==> src/design/mcf_pkg.sv <==
// ----------------------------------------------------------------------------
// mcf_pkg: shared types and constants of the mailbox command framer
// Transaction payloads, the command queue entry and the result codes.
// ----------------------------------------------------------------------------
package mcf_pkg;

   localparam int unsigned BUFFER_BYTES_DEF = 255;
   localparam int unsigned TX_OVERHEAD      = 6;
   localparam int unsigned RX_OVERHEAD      = 5;
   localparam int unsigned CMD_DEPTH        = 4;
   localparam int unsigned SLOT_COUNT       = 8;

   // Reply status codes
   localparam logic [7:0] STATUS_OK      = 8'h00;
   localparam logic [7:0] STATUS_NO_DATA = 8'h01;

   typedef enum logic [1:0] {
      KIND_TX      = 2'd0,
      KIND_RX      = 2'd1,
      KIND_VERDICT = 2'd2
   } mcf_kind_type;

   typedef enum logic [2:0] {
      VERDICT_OK      = 3'd0,
      VERDICT_NO_DATA = 3'd1,
      VERDICT_CSUM    = 3'd2,
      VERDICT_DEV_ERR = 3'd3,
      VERDICT_TOO_LONG = 3'd4
   } mcf_verdict_type;

   // Result slots of one queue entry, in emission order
   typedef enum logic [2:0] {
      SLOT_LEN     = 3'd0,
      SLOT_MBOX    = 3'd1,
      SLOT_CMD     = 3'd2,
      SLOT_SEQ     = 3'd3,
      SLOT_DATA    = 3'd4,
      SLOT_CHK_HI  = 3'd5,
      SLOT_CHK_LO  = 3'd6,
      SLOT_VERDICT = 3'd7
   } mcf_slot_type;

   typedef struct packed {
      logic       mode;
      logic       frame_start;
      logic [7:0] data_byte;
      logic [7:0] command;
      logic [7:0] mailbox;
      logic [7:0] payload_len;
   } mcf_req_type;

   typedef struct packed {
      logic [7:0]      out_byte;
      mcf_kind_type    kind;
      mcf_verdict_type verdict;
      logic            last_of_run;
   } mcf_rsp_type;

   typedef struct packed {
      logic [SLOT_COUNT-1:0] mask;
      logic [7:0]            len_byte;
      logic [7:0]            mailbox;
      logic [7:0]            command;
      logic [7:0]            seq;
      logic [7:0]            data;
      logic                  rx_data;
      logic [15:0]           check;
      mcf_verdict_type       verdict;
   } mcf_cmd_type;

   // Add a byte into the high half at odd positions, the low half at even ones
   function automatic logic [15:0] csum_add(logic [15:0] sum, logic odd, logic [7:0] b);
      logic [15:0] addend;
      addend = odd ? {b, 8'h00} : {8'h00, b};
      return sum + addend;
   endfunction

endpackage

==> src/design/mcf_front.sv <==
// ----------------------------------------------------------------------------
// mcf_front: frame tracking and classification
// Holds the frame state, checks receive bytes and queues one command entry
// for each accepted transaction that produces results.
// ----------------------------------------------------------------------------
module mcf_front #(
   parameter int unsigned BUFFER_BYTES = mcf_pkg::BUFFER_BYTES_DEF
) (
   input  logic                 clock,
   input  logic                 reset,
   input  logic                 req_push,
   input  mcf_pkg::mcf_req_type req_data,
   input  logic                 csr_write_en,
   input  logic [7:0]           csr_write_data,
   input  logic                 q_full,
   output logic                 q_push,
   output mcf_pkg::mcf_cmd_type q_entry
);

   localparam logic [8:0] TX_LIMIT = 9'(BUFFER_BYTES - mcf_pkg::TX_OVERHEAD);
   localparam logic [8:0] RX_LIMIT = 9'(BUFFER_BYTES - mcf_pkg::RX_OVERHEAD);

   logic [7:0]  seq_ff, seq_in;
   logic [15:0] sum_ff, sum_in;
   logic [7:0]  pos_ff, pos_in;
   logic [7:0]  len_ff, len_in;
   logic [7:0]  cmd_ff, cmd_in;
   logic [7:0]  status_ff, status_in;
   logic [7:0]  chk_hi_ff, chk_hi_in;
   logic        active_ff, active_in;
   logic        fmode_ff, fmode_in;
   logic [7:0]  query_ff;

   logic        accept;
   logic [8:0]  req_len9;
   logic [8:0]  pos9;
   logic [8:0]  len9;
   logic [15:0] hdr_sum;
   logic [15:0] first_sum;
   logic [15:0] pay_sum;
   logic [15:0] want;
   mcf_pkg::mcf_verdict_type rx_verdict;

   assign accept   = req_push && !q_full;
   assign req_len9 = {1'b0, req_data.payload_len};
   assign pos9     = {1'b0, pos_ff};
   assign len9     = {1'b0, len_ff};
   assign hdr_sum  = mcf_pkg::csum_add(
                        mcf_pkg::csum_add(
                           mcf_pkg::csum_add(16'h0000, 1'b1, req_data.mailbox),
                           1'b0, req_data.command),
                        1'b1, seq_ff);
   assign first_sum = mcf_pkg::csum_add(hdr_sum, 1'b0, req_data.data_byte);
   assign pay_sum   = mcf_pkg::csum_add(sum_ff, pos_ff[0], req_data.data_byte);
   assign want      = ~sum_ff;

   always_comb begin
      if (want != {chk_hi_ff, req_data.data_byte}) begin
         rx_verdict = mcf_pkg::VERDICT_CSUM;
      end else if (status_ff != mcf_pkg::STATUS_OK) begin
         rx_verdict = (cmd_ff == query_ff || status_ff == mcf_pkg::STATUS_NO_DATA) ?
                      mcf_pkg::VERDICT_NO_DATA : mcf_pkg::VERDICT_DEV_ERR;
      end else begin
         rx_verdict = mcf_pkg::VERDICT_OK;
      end
   end

   always_comb begin
      seq_in    = seq_ff;
      sum_in    = sum_ff;
      pos_in    = pos_ff;
      len_in    = len_ff;
      cmd_in    = cmd_ff;
      status_in = status_ff;
      chk_hi_in = chk_hi_ff;
      active_in = active_ff;
      fmode_in  = fmode_ff;
      q_entry          = '0;
      q_entry.len_byte = req_data.payload_len + 8'd5;
      q_entry.mailbox  = req_data.mailbox;
      q_entry.command  = req_data.command;
      q_entry.seq      = seq_ff;
      q_entry.data     = req_data.data_byte;
      q_entry.rx_data  = req_data.mode;
      q_entry.verdict  = mcf_pkg::VERDICT_OK;
      if (accept) begin
         if (req_data.frame_start) begin
            active_in = 1'b0;
            fmode_in  = req_data.mode;
            cmd_in    = req_data.command;
            sum_in    = 16'h0000;
            status_in = mcf_pkg::STATUS_OK;
            chk_hi_in = 8'h00;
            if (!req_data.mode) begin
               if (req_len9 > TX_LIMIT) begin
                  q_entry.mask[mcf_pkg::SLOT_VERDICT] = 1'b1;
                  q_entry.verdict = mcf_pkg::VERDICT_TOO_LONG;
               end else begin
                  seq_in = seq_ff + 8'd1;
                  len_in = req_data.payload_len;
                  q_entry.mask[mcf_pkg::SLOT_LEN]  = 1'b1;
                  q_entry.mask[mcf_pkg::SLOT_MBOX] = 1'b1;
                  q_entry.mask[mcf_pkg::SLOT_CMD]  = 1'b1;
                  q_entry.mask[mcf_pkg::SLOT_SEQ]  = 1'b1;
                  if (req_data.payload_len == 8'd0) begin
                     // empty request: header and check at once
                     sum_in = hdr_sum;
                     pos_in = 8'd4;
                     q_entry.check = ~hdr_sum;
                     q_entry.mask[mcf_pkg::SLOT_CHK_HI] = 1'b1;
                     q_entry.mask[mcf_pkg::SLOT_CHK_LO] = 1'b1;
                  end else begin
                     sum_in    = first_sum;
                     pos_in    = 8'd5;
                     active_in = 1'b1;
                     q_entry.mask[mcf_pkg::SLOT_DATA] = 1'b1;
                     q_entry.check = ~first_sum;
                     if (req_data.payload_len == 8'd1) begin
                        active_in = 1'b0;
                        q_entry.mask[mcf_pkg::SLOT_CHK_HI] = 1'b1;
                        q_entry.mask[mcf_pkg::SLOT_CHK_LO] = 1'b1;
                     end
                  end
               end
            end else begin
               if (req_len9 > RX_LIMIT) begin
                  q_entry.mask[mcf_pkg::SLOT_VERDICT] = 1'b1;
                  q_entry.verdict = mcf_pkg::VERDICT_TOO_LONG;
               end else begin
                  // length byte of the reply: counted, not summed
                  len_in    = req_data.payload_len;
                  pos_in    = 8'd1;
                  active_in = 1'b1;
               end
            end
         end else if (active_ff && req_data.mode == fmode_ff) begin
            pos_in = pos_ff + 8'd1;
            if (!fmode_ff) begin
               sum_in = pay_sum;
               q_entry.mask[mcf_pkg::SLOT_DATA] = 1'b1;
               q_entry.check = ~pay_sum;
               if (pos9 + 9'd1 >= len9 + 9'd4) begin
                  active_in = 1'b0;
                  q_entry.mask[mcf_pkg::SLOT_CHK_HI] = 1'b1;
                  q_entry.mask[mcf_pkg::SLOT_CHK_LO] = 1'b1;
               end
            end else if (pos_ff == 8'd0) begin
               // length byte: skip
               sum_in = sum_ff;
            end else if (pos9 < len9 + 9'd3) begin
               sum_in = pay_sum;
               if (pos_ff == 8'd2) begin
                  status_in = req_data.data_byte;
               end
               if (pos_ff >= 8'd3) begin
                  q_entry.mask[mcf_pkg::SLOT_DATA] = 1'b1;
               end
            end else if (pos9 == len9 + 9'd3) begin
               chk_hi_in = req_data.data_byte;
            end else begin
               active_in = 1'b0;
               q_entry.mask[mcf_pkg::SLOT_VERDICT] = 1'b1;
               q_entry.verdict = rx_verdict;
            end
         end
      end
   end

   assign q_push = accept && (q_entry.mask != '0);

   always_ff @(posedge clock) begin
      if (reset) begin
         seq_ff    <= '0;
         sum_ff    <= '0;
         pos_ff    <= '0;
         len_ff    <= '0;
         cmd_ff    <= '0;
         status_ff <= '0;
         chk_hi_ff <= '0;
         active_ff <= 1'b0;
         fmode_ff  <= 1'b0;
         query_ff  <= '0;
      end else begin
         seq_ff    <= seq_in;
         sum_ff    <= sum_in;
         pos_ff    <= pos_in;
         len_ff    <= len_in;
         cmd_ff    <= cmd_in;
         status_ff <= status_in;
         chk_hi_ff <= chk_hi_in;
         active_ff <= active_in;
         fmode_ff  <= fmode_in;
         if (csr_write_en) begin
            query_ff <= csr_write_data;
         end
      end
   end

endmodule

==> src/design/mcf_cmd_fifo.sv <==
// ----------------------------------------------------------------------------
// mcf_cmd_fifo: command queue between front and back
// Short register queue; the head entry is presented directly.
// ----------------------------------------------------------------------------
module mcf_cmd_fifo (
   input  logic                 clock,
   input  logic                 reset,
   input  logic                 push,
   input  mcf_pkg::mcf_cmd_type push_entry,
   output logic                 full,
   input  logic                 pop,
   output logic                 empty,
   output mcf_pkg::mcf_cmd_type head
);

   localparam int unsigned DEPTH = mcf_pkg::CMD_DEPTH;
   localparam int unsigned PW    = $clog2(DEPTH);
   localparam int unsigned CW    = $clog2(DEPTH + 1);
   localparam logic [PW-1:0] LAST_PTR = PW'(DEPTH - 1);
   localparam logic [CW-1:0] FULL_CNT = CW'(DEPTH);

   mcf_pkg::mcf_cmd_type store_ff [DEPTH];
   logic [PW-1:0] wr_ptr_ff, wr_ptr_in;
   logic [PW-1:0] rd_ptr_ff, rd_ptr_in;
   logic [CW-1:0] count_ff, count_in;

   assign full  = (count_ff == FULL_CNT);
   assign empty = (count_ff == '0);
   assign head  = store_ff[rd_ptr_ff];

   always_comb begin
      wr_ptr_in = wr_ptr_ff;
      rd_ptr_in = rd_ptr_ff;
      count_in  = count_ff;
      if (push) begin
         wr_ptr_in = (wr_ptr_ff == LAST_PTR) ? '0 : wr_ptr_ff + PW'(1);
      end
      if (pop) begin
         rd_ptr_in = (rd_ptr_ff == LAST_PTR) ? '0 : rd_ptr_ff + PW'(1);
      end
      priority if (push && !pop) begin
         count_in = count_ff + CW'(1);
      end else if (pop && !push) begin
         count_in = count_ff - CW'(1);
      end else begin
         count_in = count_ff;
      end
   end

   always_ff @(posedge clock) begin
      if (push) begin
         store_ff[wr_ptr_ff] <= push_entry;
      end
   end

   always_ff @(posedge clock) begin
      if (reset) begin
         wr_ptr_ff <= '0;
         rd_ptr_ff <= '0;
         count_ff  <= '0;
      end else begin
         wr_ptr_ff <= wr_ptr_in;
         rd_ptr_ff <= rd_ptr_in;
         count_ff  <= count_in;
      end
   end

   a_no_push_full: assert property (@(posedge clock) disable iff (reset)
      push |-> !full)
      else $error("command queue pushed while full");

   a_count_bound: assert property (@(posedge clock) disable iff (reset)
      pop && !push |=> count_ff < FULL_CNT)
      else $error("command queue count out of range after pop");

endmodule

==> src/design/mcf_back.sv <==
// ----------------------------------------------------------------------------
// mcf_back: result sequencer
// Walks the pending slots of the head command into the output register,
// one result per cycle while that register is empty or being popped.
// ----------------------------------------------------------------------------
module mcf_back (
   input  logic                 clock,
   input  logic                 reset,
   input  logic                 q_empty,
   input  mcf_pkg::mcf_cmd_type q_head,
   output logic                 q_pop,
   output logic                 rsp_empty,
   input  logic                 rsp_pop,
   output mcf_pkg::mcf_rsp_type rsp_data
);

   localparam int unsigned SC = mcf_pkg::SLOT_COUNT;

   logic [SC-1:0]        sent_ff, sent_in;
   logic                 valid_ff, valid_in;
   mcf_pkg::mcf_rsp_type out_ff, out_in;

   logic [SC-1:0]        pend;
   logic [SC-1:0]        slot_bit;
   logic [SC-1:0]        rest;
   mcf_pkg::mcf_slot_type slot;
   logic                 advance;
   logic                 emit;
   mcf_pkg::mcf_rsp_type next_rsp;

   assign pend = q_head.mask & ~sent_ff;

   // lowest pending slot goes first
   always_comb begin
      slot = mcf_pkg::SLOT_VERDICT;
      for (int i = SC - 1; i >= 0; i--) begin
         if (pend[i]) begin
            slot = mcf_pkg::mcf_slot_type'(3'(i));
         end
      end
   end

   assign slot_bit = SC'(1) << slot;
   assign rest     = pend & ~slot_bit;
   assign advance  = !valid_ff || rsp_pop;
   assign emit     = advance && !q_empty;
   assign q_pop    = emit && (rest == '0);

   always_comb begin
      next_rsp             = '0;
      next_rsp.kind        = mcf_pkg::KIND_TX;
      next_rsp.verdict     = mcf_pkg::VERDICT_OK;
      next_rsp.last_of_run = 1'b0;
      unique case (slot)
         mcf_pkg::SLOT_LEN:    next_rsp.out_byte = q_head.len_byte;
         mcf_pkg::SLOT_MBOX:   next_rsp.out_byte = q_head.mailbox;
         mcf_pkg::SLOT_CMD:    next_rsp.out_byte = q_head.command;
         mcf_pkg::SLOT_SEQ:    next_rsp.out_byte = q_head.seq;
         mcf_pkg::SLOT_DATA: begin
            next_rsp.out_byte = q_head.data;
            next_rsp.kind     = q_head.rx_data ? mcf_pkg::KIND_RX : mcf_pkg::KIND_TX;
         end
         mcf_pkg::SLOT_CHK_HI: next_rsp.out_byte = q_head.check[15:8];
         mcf_pkg::SLOT_CHK_LO: begin
            next_rsp.out_byte    = q_head.check[7:0];
            next_rsp.last_of_run = 1'b1;
         end
         mcf_pkg::SLOT_VERDICT: begin
            next_rsp.kind        = mcf_pkg::KIND_VERDICT;
            next_rsp.verdict     = q_head.verdict;
            next_rsp.last_of_run = 1'b1;
         end
      endcase
   end

   always_comb begin
      sent_in  = sent_ff;
      valid_in = valid_ff;
      out_in   = out_ff;
      if (advance) begin
         valid_in = emit;
      end
      if (emit) begin
         out_in  = next_rsp;
         sent_in = q_pop ? '0 : (sent_ff | slot_bit);
      end
   end

   assign rsp_empty = !valid_ff;
   assign rsp_data  = out_ff;

   always_ff @(posedge clock) begin
      if (reset) begin
         sent_ff  <= '0;
         valid_ff <= 1'b0;
      end else begin
         sent_ff  <= sent_in;
         valid_ff <= valid_in;
      end
   end

   always_ff @(posedge clock) begin
      out_ff <= out_in;
   end

   a_head_pending: assert property (@(posedge clock) disable iff (reset)
      !q_empty |-> pend != '0)
      else $error("head command has no pending slot");

   a_verdict_last: assert property (@(posedge clock) disable iff (reset)
      valid_ff && out_ff.kind == mcf_pkg::KIND_VERDICT |-> out_ff.last_of_run)
      else $error("verdict without end of frame");

endmodule

==> src/design/mailbox_command_framer_top.sv <==
// ----------------------------------------------------------------------------
// mailbox_command_framer_top: mailbox command framer and reply checker
// Builds request frames with sequence number and checksum, and checks reply
// frames, passing data on with a closing verdict.
//
//   channel  ports                           direction
//   req      req_push, req_full, req_data     in, queue write side
//   rsp      rsp_empty, rsp_pop, rsp_data     out, queue read side
//   csr      csr_write_en, csr_write_data     in, query command register
//
// One request transaction is taken per cycle while the command queue has
// room. The result sequencer emits one result per cycle while rsp is not
// stalled; a transmit frame start yields up to seven results, absorbed by
// the four-entry command queue. A stall on rsp backs up through the queue
// into req_full. Reset is synchronous and clears frame state, queue and the
// output valid flag.
// ----------------------------------------------------------------------------
module mailbox_command_framer_top #(
   parameter int unsigned BUFFER_BYTES = mcf_pkg::BUFFER_BYTES_DEF
) (
   input  logic                 clock,
   input  logic                 reset,
   input  logic                 req_push,
   output logic                 req_full,
   input  mcf_pkg::mcf_req_type req_data,
   output logic                 rsp_empty,
   input  logic                 rsp_pop,
   output mcf_pkg::mcf_rsp_type rsp_data,
   input  logic                 csr_write_en,
   input  logic [7:0]           csr_write_data
);

   logic                 q_push;
   logic                 q_full;
   logic                 q_pop;
   logic                 q_empty;
   mcf_pkg::mcf_cmd_type q_entry;
   mcf_pkg::mcf_cmd_type q_head;

   assign req_full = q_full;

   mcf_front #(
      .BUFFER_BYTES(BUFFER_BYTES)
   ) u_front (
      .clock         (clock),
      .reset         (reset),
      .req_push      (req_push),
      .req_data      (req_data),
      .csr_write_en  (csr_write_en),
      .csr_write_data(csr_write_data),
      .q_full        (q_full),
      .q_push        (q_push),
      .q_entry       (q_entry)
   );

   mcf_cmd_fifo u_fifo (
      .clock     (clock),
      .reset     (reset),
      .push      (q_push),
      .push_entry(q_entry),
      .full      (q_full),
      .pop       (q_pop),
      .empty     (q_empty),
      .head      (q_head)
   );

   mcf_back u_back (
      .clock    (clock),
      .reset    (reset),
      .q_empty  (q_empty),
      .q_head   (q_head),
      .q_pop    (q_pop),
      .rsp_empty(rsp_empty),
      .rsp_pop  (rsp_pop),
      .rsp_data (rsp_data)
   );

endmodule

==> config.mk <==
export PLATFORM = sky130hd
export DESIGN_NAME = mailbox_command_framer_top
export DESIGN_NICKNAME = d
export VERILOG_FILES = /design/src/design/mcf_pkg.sv /design/src/design/mcf_front.sv /design/src/design/mcf_cmd_fifo.sv /design/src/design/mcf_back.sv /design/src/design/mailbox_command_framer_top.sv
export SDC_FILE = /design/constraint.sdc
export NUM_CORES = 1
export LEC_CHECK = 0
export ABC_AREA = 1
export BUFFER_PORTS_ARGS = -buffer_cell sky130_fd_sc_hd__buf_2
export CAP_MARGIN = 20
export CORE_ASPECT_RATIO = 0.6
export CORE_UTILIZATION = 30
export CTS_CLUSTER_DIAMETER = 30
export DETAILED_ROUTE_END_ITERATION = 8
export PLACE_DENSITY_LB_ADDON = 0.08
export SETUP_SLACK_MARGIN = 0.05
export SKIP_LAST_GASP = 1
export SLEW_MARGIN = 20
export SYNTH_ARGS = -nofsm -noshare
export SYNTH_HDL_FRONTEND = slang
export SYNTH_HIERARCHICAL = 1
export SYNTH_SLANG_ARGS = --single-unit
==> constraint.sdc <==
create_clock -name clock -period 6.7 [get_ports clock]
set_clock_uncertainty 0.15 [all_clocks]
set_input_delay 1.005 -clock clock [delete_from_list [all_inputs] [get_ports clock]]
set_output_delay 1.005 -clock clock [all_outputs]
set_load 0.005 [all_outputs]
Word level (Yosys, flattened, before mapping)
Memory sizes are Yosys's and may differ from the RTL's. A register that Yosys moved wholly into a read port is not among the register bits.
Cells that the tools add are included.
{"block": "totals", "register_bits": 104, "ram_bits": 272, "input_bits": 47, "wordCells": 216, "mem_count": 1}
{"block": "op_classes", "addsub": 14, "magnitude_cmp": 5, "eq_ne": 27, "n_shift": 1, "muxes": 101, "bitwise_logic": 11, "reduce_logical": 37}
{"memory": "u_fifo.store_ff", "depth": 4, "width": 68, "read_ports": 1, "rd_ports_with_merged_regs": 1, "write_ports": 1, "line": "mcf_cmd_fifo.sv:22", "source": "mcf_pkg::mcf_cmd_type store_ff [DEPTH];"}
{"operator": "16-bit two-way mux", "count": 13}
{"operator": "8-bit two-way mux", "count": 22}
{"operator": "16-bit inverter", "count": 4}
{"operator": "19-bit two-way mux", "count": 3}
{"operator": "8-bit one-hot mux with 7 select lines", "count": 1}
{"operator": "3-bit two-way mux", "count": 15}
{"operator": "16-bit adder", "count": 2}
{"operator": "16-bit by 8-bit adder with 16-bit output", "count": 2}
{"operator": "1-bit two-way mux", "count": 30}
{"operator": "8-bit logical NOT", "count": 3}
{"operator": "2-bit two-way mux", "count": 11}
{"operator": "3-bit inequality test, second input constant", "count": 6}
{"operator": "6-bit AND reduction", "count": 3}
{"operator": "8-bit by 1-bit adder with 8-bit output, second input constant", "count": 2}
{"operator": "8-bit AND", "count": 2}
{"operator": "8-bit by 1-bit == test with 1-bit output, second input constant", "count": 2}
{"operator": "8-bit > comparator, second input constant", "count": 2}
{"operator": "16-bit inequality test", "count": 1}
{"operator": "8-bit inverter", "count": 2}
{"operator": "4-bit AND reduction", "count": 4}
{"operator": "8-bit nonzero test", "count": 2}
{"operator": "3-bit == test, second input constant", "count": 5}
{"operator": "7-bit two-way mux", "count": 2}
{"operator": "4-bit two-way mux", "count": 3}
{"operator": "30 further kinds", "count": 54}

Depth between registers and ports, before layout
{"block": "logic_depth", "depth_word": 17, "depth_mapped": 27, "ltp_nobuf": 25}

Hierarchy
Netlist, hierarchy kept.
{"mod": "mcf_cmd_fifo", "n_inst": 1, "cells_each": 716, "area_each_um2": 10515.1}
{"mod": "mcf_front", "n_inst": 1, "cells_each": 1131, "area_each_um2": 6976.7}
{"mod": "mcf_back", "n_inst": 1, "cells_each": 234, "area_each_um2": 1672.9}

Worst setup path before layout
OpenSTA, ideal clock, no wires.
{"block": "synth_path", "kind": "in2reg", "from": "input req_data[0] in the netlist's numbering", "to": "memory u_fifo/store_ff[0][0] in the netlist's numbering, enable pin", "setup_time_ns": 0.422, "arrival_ns": 3.573, "setup_slack_ns": 2.555, "cell_stages": 11, "n_path_buf": 2, "path_cell_list": "inv_1 -> ha_1 -> inv_1 -> o21ai_0 -> nand3b_1 -> nand2_1 -> buf_2 -> buf_2 -> nand4_1 -> nand2_1 -> inv_1"}
{"block": "synth_via", "elab_chain_len": 11, "elab_cells_between_ends": 19, "classes_between": "order compare (2); eq/ne (1); mux (13); reduce/logical (3)"}
{"item": "start, declared", "line": "mailbox_command_framer_top.sv:25", "source": "input mcf_pkg::mcf_req_type req_data,"}
{"item": "branches (longest 6 deep; another with 8-bit > comparator)"}
{"item": "8-bit two-way mux *", "line": "mcf_front.sv:86", "source": "if (accept) begin"}
{"item": "8-bit nonzero test *", "line": "mcf_front.sv:169", "source": "assign q_push = accept && (q_entry.mask != '0);"}
{"item": "1-bit logical AND *", "line": "mcf_front.sv:169"}
{"item": "net q_push", "line": "mailbox_command_framer_top.sv:33", "source": "logic q_push;"}
{"item": "1-bit two-way mux *", "line": "mcf_cmd_fifo.sv:51", "source": "if (push) begin"}
{"item": "1-bit two-way mux (not written as such) *", "line": "mcf_cmd_fifo.sv:52", "source": "store_ff[wr_ptr_ff] <= push_entry;"}
{"item": "end, declared", "line": "mcf_cmd_fifo.sv:22"}
Mark *: on every way through the listed nets, which the timed path passes.

Worst setup path after layout
{"block": "layout_path", "from": "register u_front.len_ff[2]", "to": "memory u_fifo/store_ff[3][48] in the netlist's numbering, enable pin"}
{"block": "layout_via", "elab_chain_len": 13, "elab_cells_between_ends": 21, "classes_between": "add/sub (2); order compare (2); eq/ne (1); mux (14); reduce/logical (2)"}
{"item": "start, declared", "line": "mcf_front.sv:26", "source": "logic [7:0] len_ff, len_in;"}
{"item": "start signal, assigned", "line": "mcf_front.sv:187", "source": "len_ff <= len_in;"}
{"item": "branches (longest 6 deep; another with 8-bit by 2-bit adder with 9-bit output)"}
{"item": "4-bit two-way mux *", "line": "mcf_front.sv:136", "source": "end else if (active_ff && req_data.mode == fmode_ff) begin"}
{"item": "4-bit two-way mux *", "line": "mcf_front.sv:87", "source": "if (req_data.frame_start) begin"}
{"item": "8-bit two-way mux *", "line": "mcf_front.sv:86"}
{"item": "8-bit nonzero test *", "line": "mcf_front.sv:169"}
{"item": "1-bit logical AND *", "line": "mcf_front.sv:169"}
{"item": "net q_push", "line": "mailbox_command_framer_top.sv:33"}
{"item": "1-bit two-way mux *", "line": "mcf_cmd_fifo.sv:51"}
{"item": "1-bit two-way mux (not written as such) *", "line": "mcf_cmd_fifo.sv:52"}
Marked as above.

==> flow_summary.json <==
{
  "status": "finished with violations",
  "failed_checks": "DRC",
  "min_period_ns": 5.040,
  "clock_path_buffers": 3,
  "arrival_ns": 5.14,
  "grt_pass1_vias": 14130,
  "ys_types": 54,
  "start_util_pct": 30.47,
  "regMostFlops": "u_fifo/store_ff",
  "cp.required_ns": 6.80,
  "start_kind": "flop",
  "synth-seq-area-share_pct": 54.42,
  "ctsHoldBuffers": 0,
  "drive_above_1_share_pct": 13.80,
  "dp_hpwl_um": 44890,
  "fin_crit_sh_pct": 75.22,
  "finalInstanceArea_um2": 23090,
  "p_leak_nw": 9.540,
  "synth_area_um2": 19160,
  "synth_seq_cells": 378,
  "first_iter_violations": 1345,
  "final_util_pct": 36.72,
  "holdCritPathClass": "flop to flop",
  "nets": 2266,
  "postCtsResizedCells": 0,
  "grt_overflow_total": 0,
  "die_area_um2": 64930,
  "cp-end-kind": "flop",
  "place_area_um2": 20070,
  "clk_latency_ns": 0.63,
  "synth_warnings": 6,
  "ir_drop_mv": 0.2009,
  "core_um2": 62900,
  "drv_cap": 0,
  "routed_wl_um": 64230,
  "tritoncts": "yes",
  "synthArstFlopShare_pct": 0,
  "largest_reg_flops": 272,
  "final_antenna_net_count": 0,
  "hold_ws_ns": 0.3227,
  "antenna_found_initial": 1,
  "setup_viol": 0,
  "gp_congestion": 0.8806,
  "fmax_mhz": 198.4,
  "relSlewSlack_pct": 23.81,
  "ys.flop_type": "edfxtp_1",
  "critPathMaxFanout": 48,
  "synth_nets": 2195,
  "cts.sinks": 378,
  "path_class": "flop to flop",
  "path_clk_slew_ns": 0.04,
  "num_vias": 14930,
  "synth_edf_count": 286,
  "clock-root-buffer": "clkbuf_16",
  "htreeDepth": 3,
  "final_cell_mix": "333 x nor2_1, 331 x nand2_1, 286 x edfxtp_1",
  "rows": 71,
  "die_y_um": 197.8,
  "port_buffers": 62,
  "power.total_w": 0.008952,
  "tightest_slew_ns": 1.132,
  "drc": 2,
  "syn_to_final_growth_pct": 20.50,
  "avgSynthCellArea_um2": 9.209,
  "syn-instance-count": 2081,
  "grt.total_usage_pct": 19.90,
  "slew_violations": 0,
  "diodes": 0,
  "grt_pass1_wl_um": 94540,
  "final_common_cell": "nor2_1",
  "power.density_nw_per_um2": 387.6,
  "tns_ns": 0,
  "chipWidth_um": 328.3,
  "wire_per_inst_um": 20.96,
  "io_pins": 63,
  "cts_buffers": 85,
  "viasPerCell": 4.872,
  "rsz0062_at_grt": "false",
  "grt_max_degree": 70,
  "cts_setup_buffers": 0,
  "drtPass1Iterations": 8,
  "final_hold_viol_count": 0
}
Yosys cell counts (10+ instances only):
cell type	n	area share, %
nor2_1	333	6.5
nand2_1	331	6.5
edfxtp_1	286	45
inv_1	209	4.1
o21ai_0	203	5.3
dfxtp_1	92	9.6
nand3_1	86	2.2
a21oi_1	84	2.2
o22ai_1	74	2.4
ha_1	63	4.1
xor2_1	40	1.8
buf_4	29	1.1
nand4_1	25	0.82
clkbuf_1	24	0.47
buf_2	21	0.55
nor3_1	20	0.52
nand2_2	17	0.55
buf_6	13	0.76
nor2_2	12	0.39
o21ai_1	12	0.31
inv_2	10	0.20
xnor2_1	10	0.46
cell type report:
class	instances	area (um^2)
clock buffer	108	2315
fill	6330	39800
sequential	378	10440
timing repair buffer	81	456.7
tap	839	1050
clock inverter	52	709.4
multi-input combinational	1384	7279
inverter	222	848.3
worst paths after layout:
path / from / endpoint / slack (ns) / cells past startpoint
min: u_front/cmd_ff[7] / u_front/cmd_ff[7] / 0.32 / 2
max: u_front/len_ff[2] / u_fifo/store_ff[3][48] / 1.66 / 13
min reg2reg: u_front/cmd_ff[7] / u_front/cmd_ff[7] / 0.32 / 2
max reg2reg: u_front/len_ff[2] / u_fifo/store_ff[3][48] / 1.66 / 13
cell families after synthesis:
group | synth area share, %
buffers and inverters | 7.593
AND/OR/NAND/NOR | 20.00
XOR/XNOR | 2.285
adder cells (fa/ha/maj) | 4.531
AO/OA/AOI/OAI | 11.16
flip-flops | 54.42
power breakdown:
part | switching, W | internal [W] | total [W]
Clock | 0.00141 | 0.00296 | 0.00438
Sequential | 0.000113 | 0.00281 | 0.00293
Combinational | 0.00118 | 0.000463 | 0.00165
per-layer routing:
metal,vias to the layer above,GRT usage (%),share of wire [%]
met5,-,0,0
met2,448,25.92,38
met1,7198,31.16,52
met3,80,5.961,8.3
li1,7201,-,-
met4,0,4.513,1.5
critical path, cell delays in order, from the launching register on:
cell	delay, ns
dfxtp_1	0.47
ha_1	0.29
nand3_1	0.14
nor2_1	0.17
xor2_1	0.10
ha_1	0.29
nand2_1	0.06
nor4_1	0.91
nor2_1	0.12
nand3_1	0.26
nand4_1	0.45
nand2_1	0.22
clkinv_2	0.42
buf_4	0.52
per-stage QoR:
stage	worst slack, ns	std cells
4_1_cts	1.758	3064
3_3_place_gp	1.812	2904
3_5_place_dp	1.757	2904
2_1_floorplan	2.555	2081
6_report	1.660	3064
5_1_grt	1.492	3064
(Power assumes the default switching activity.)
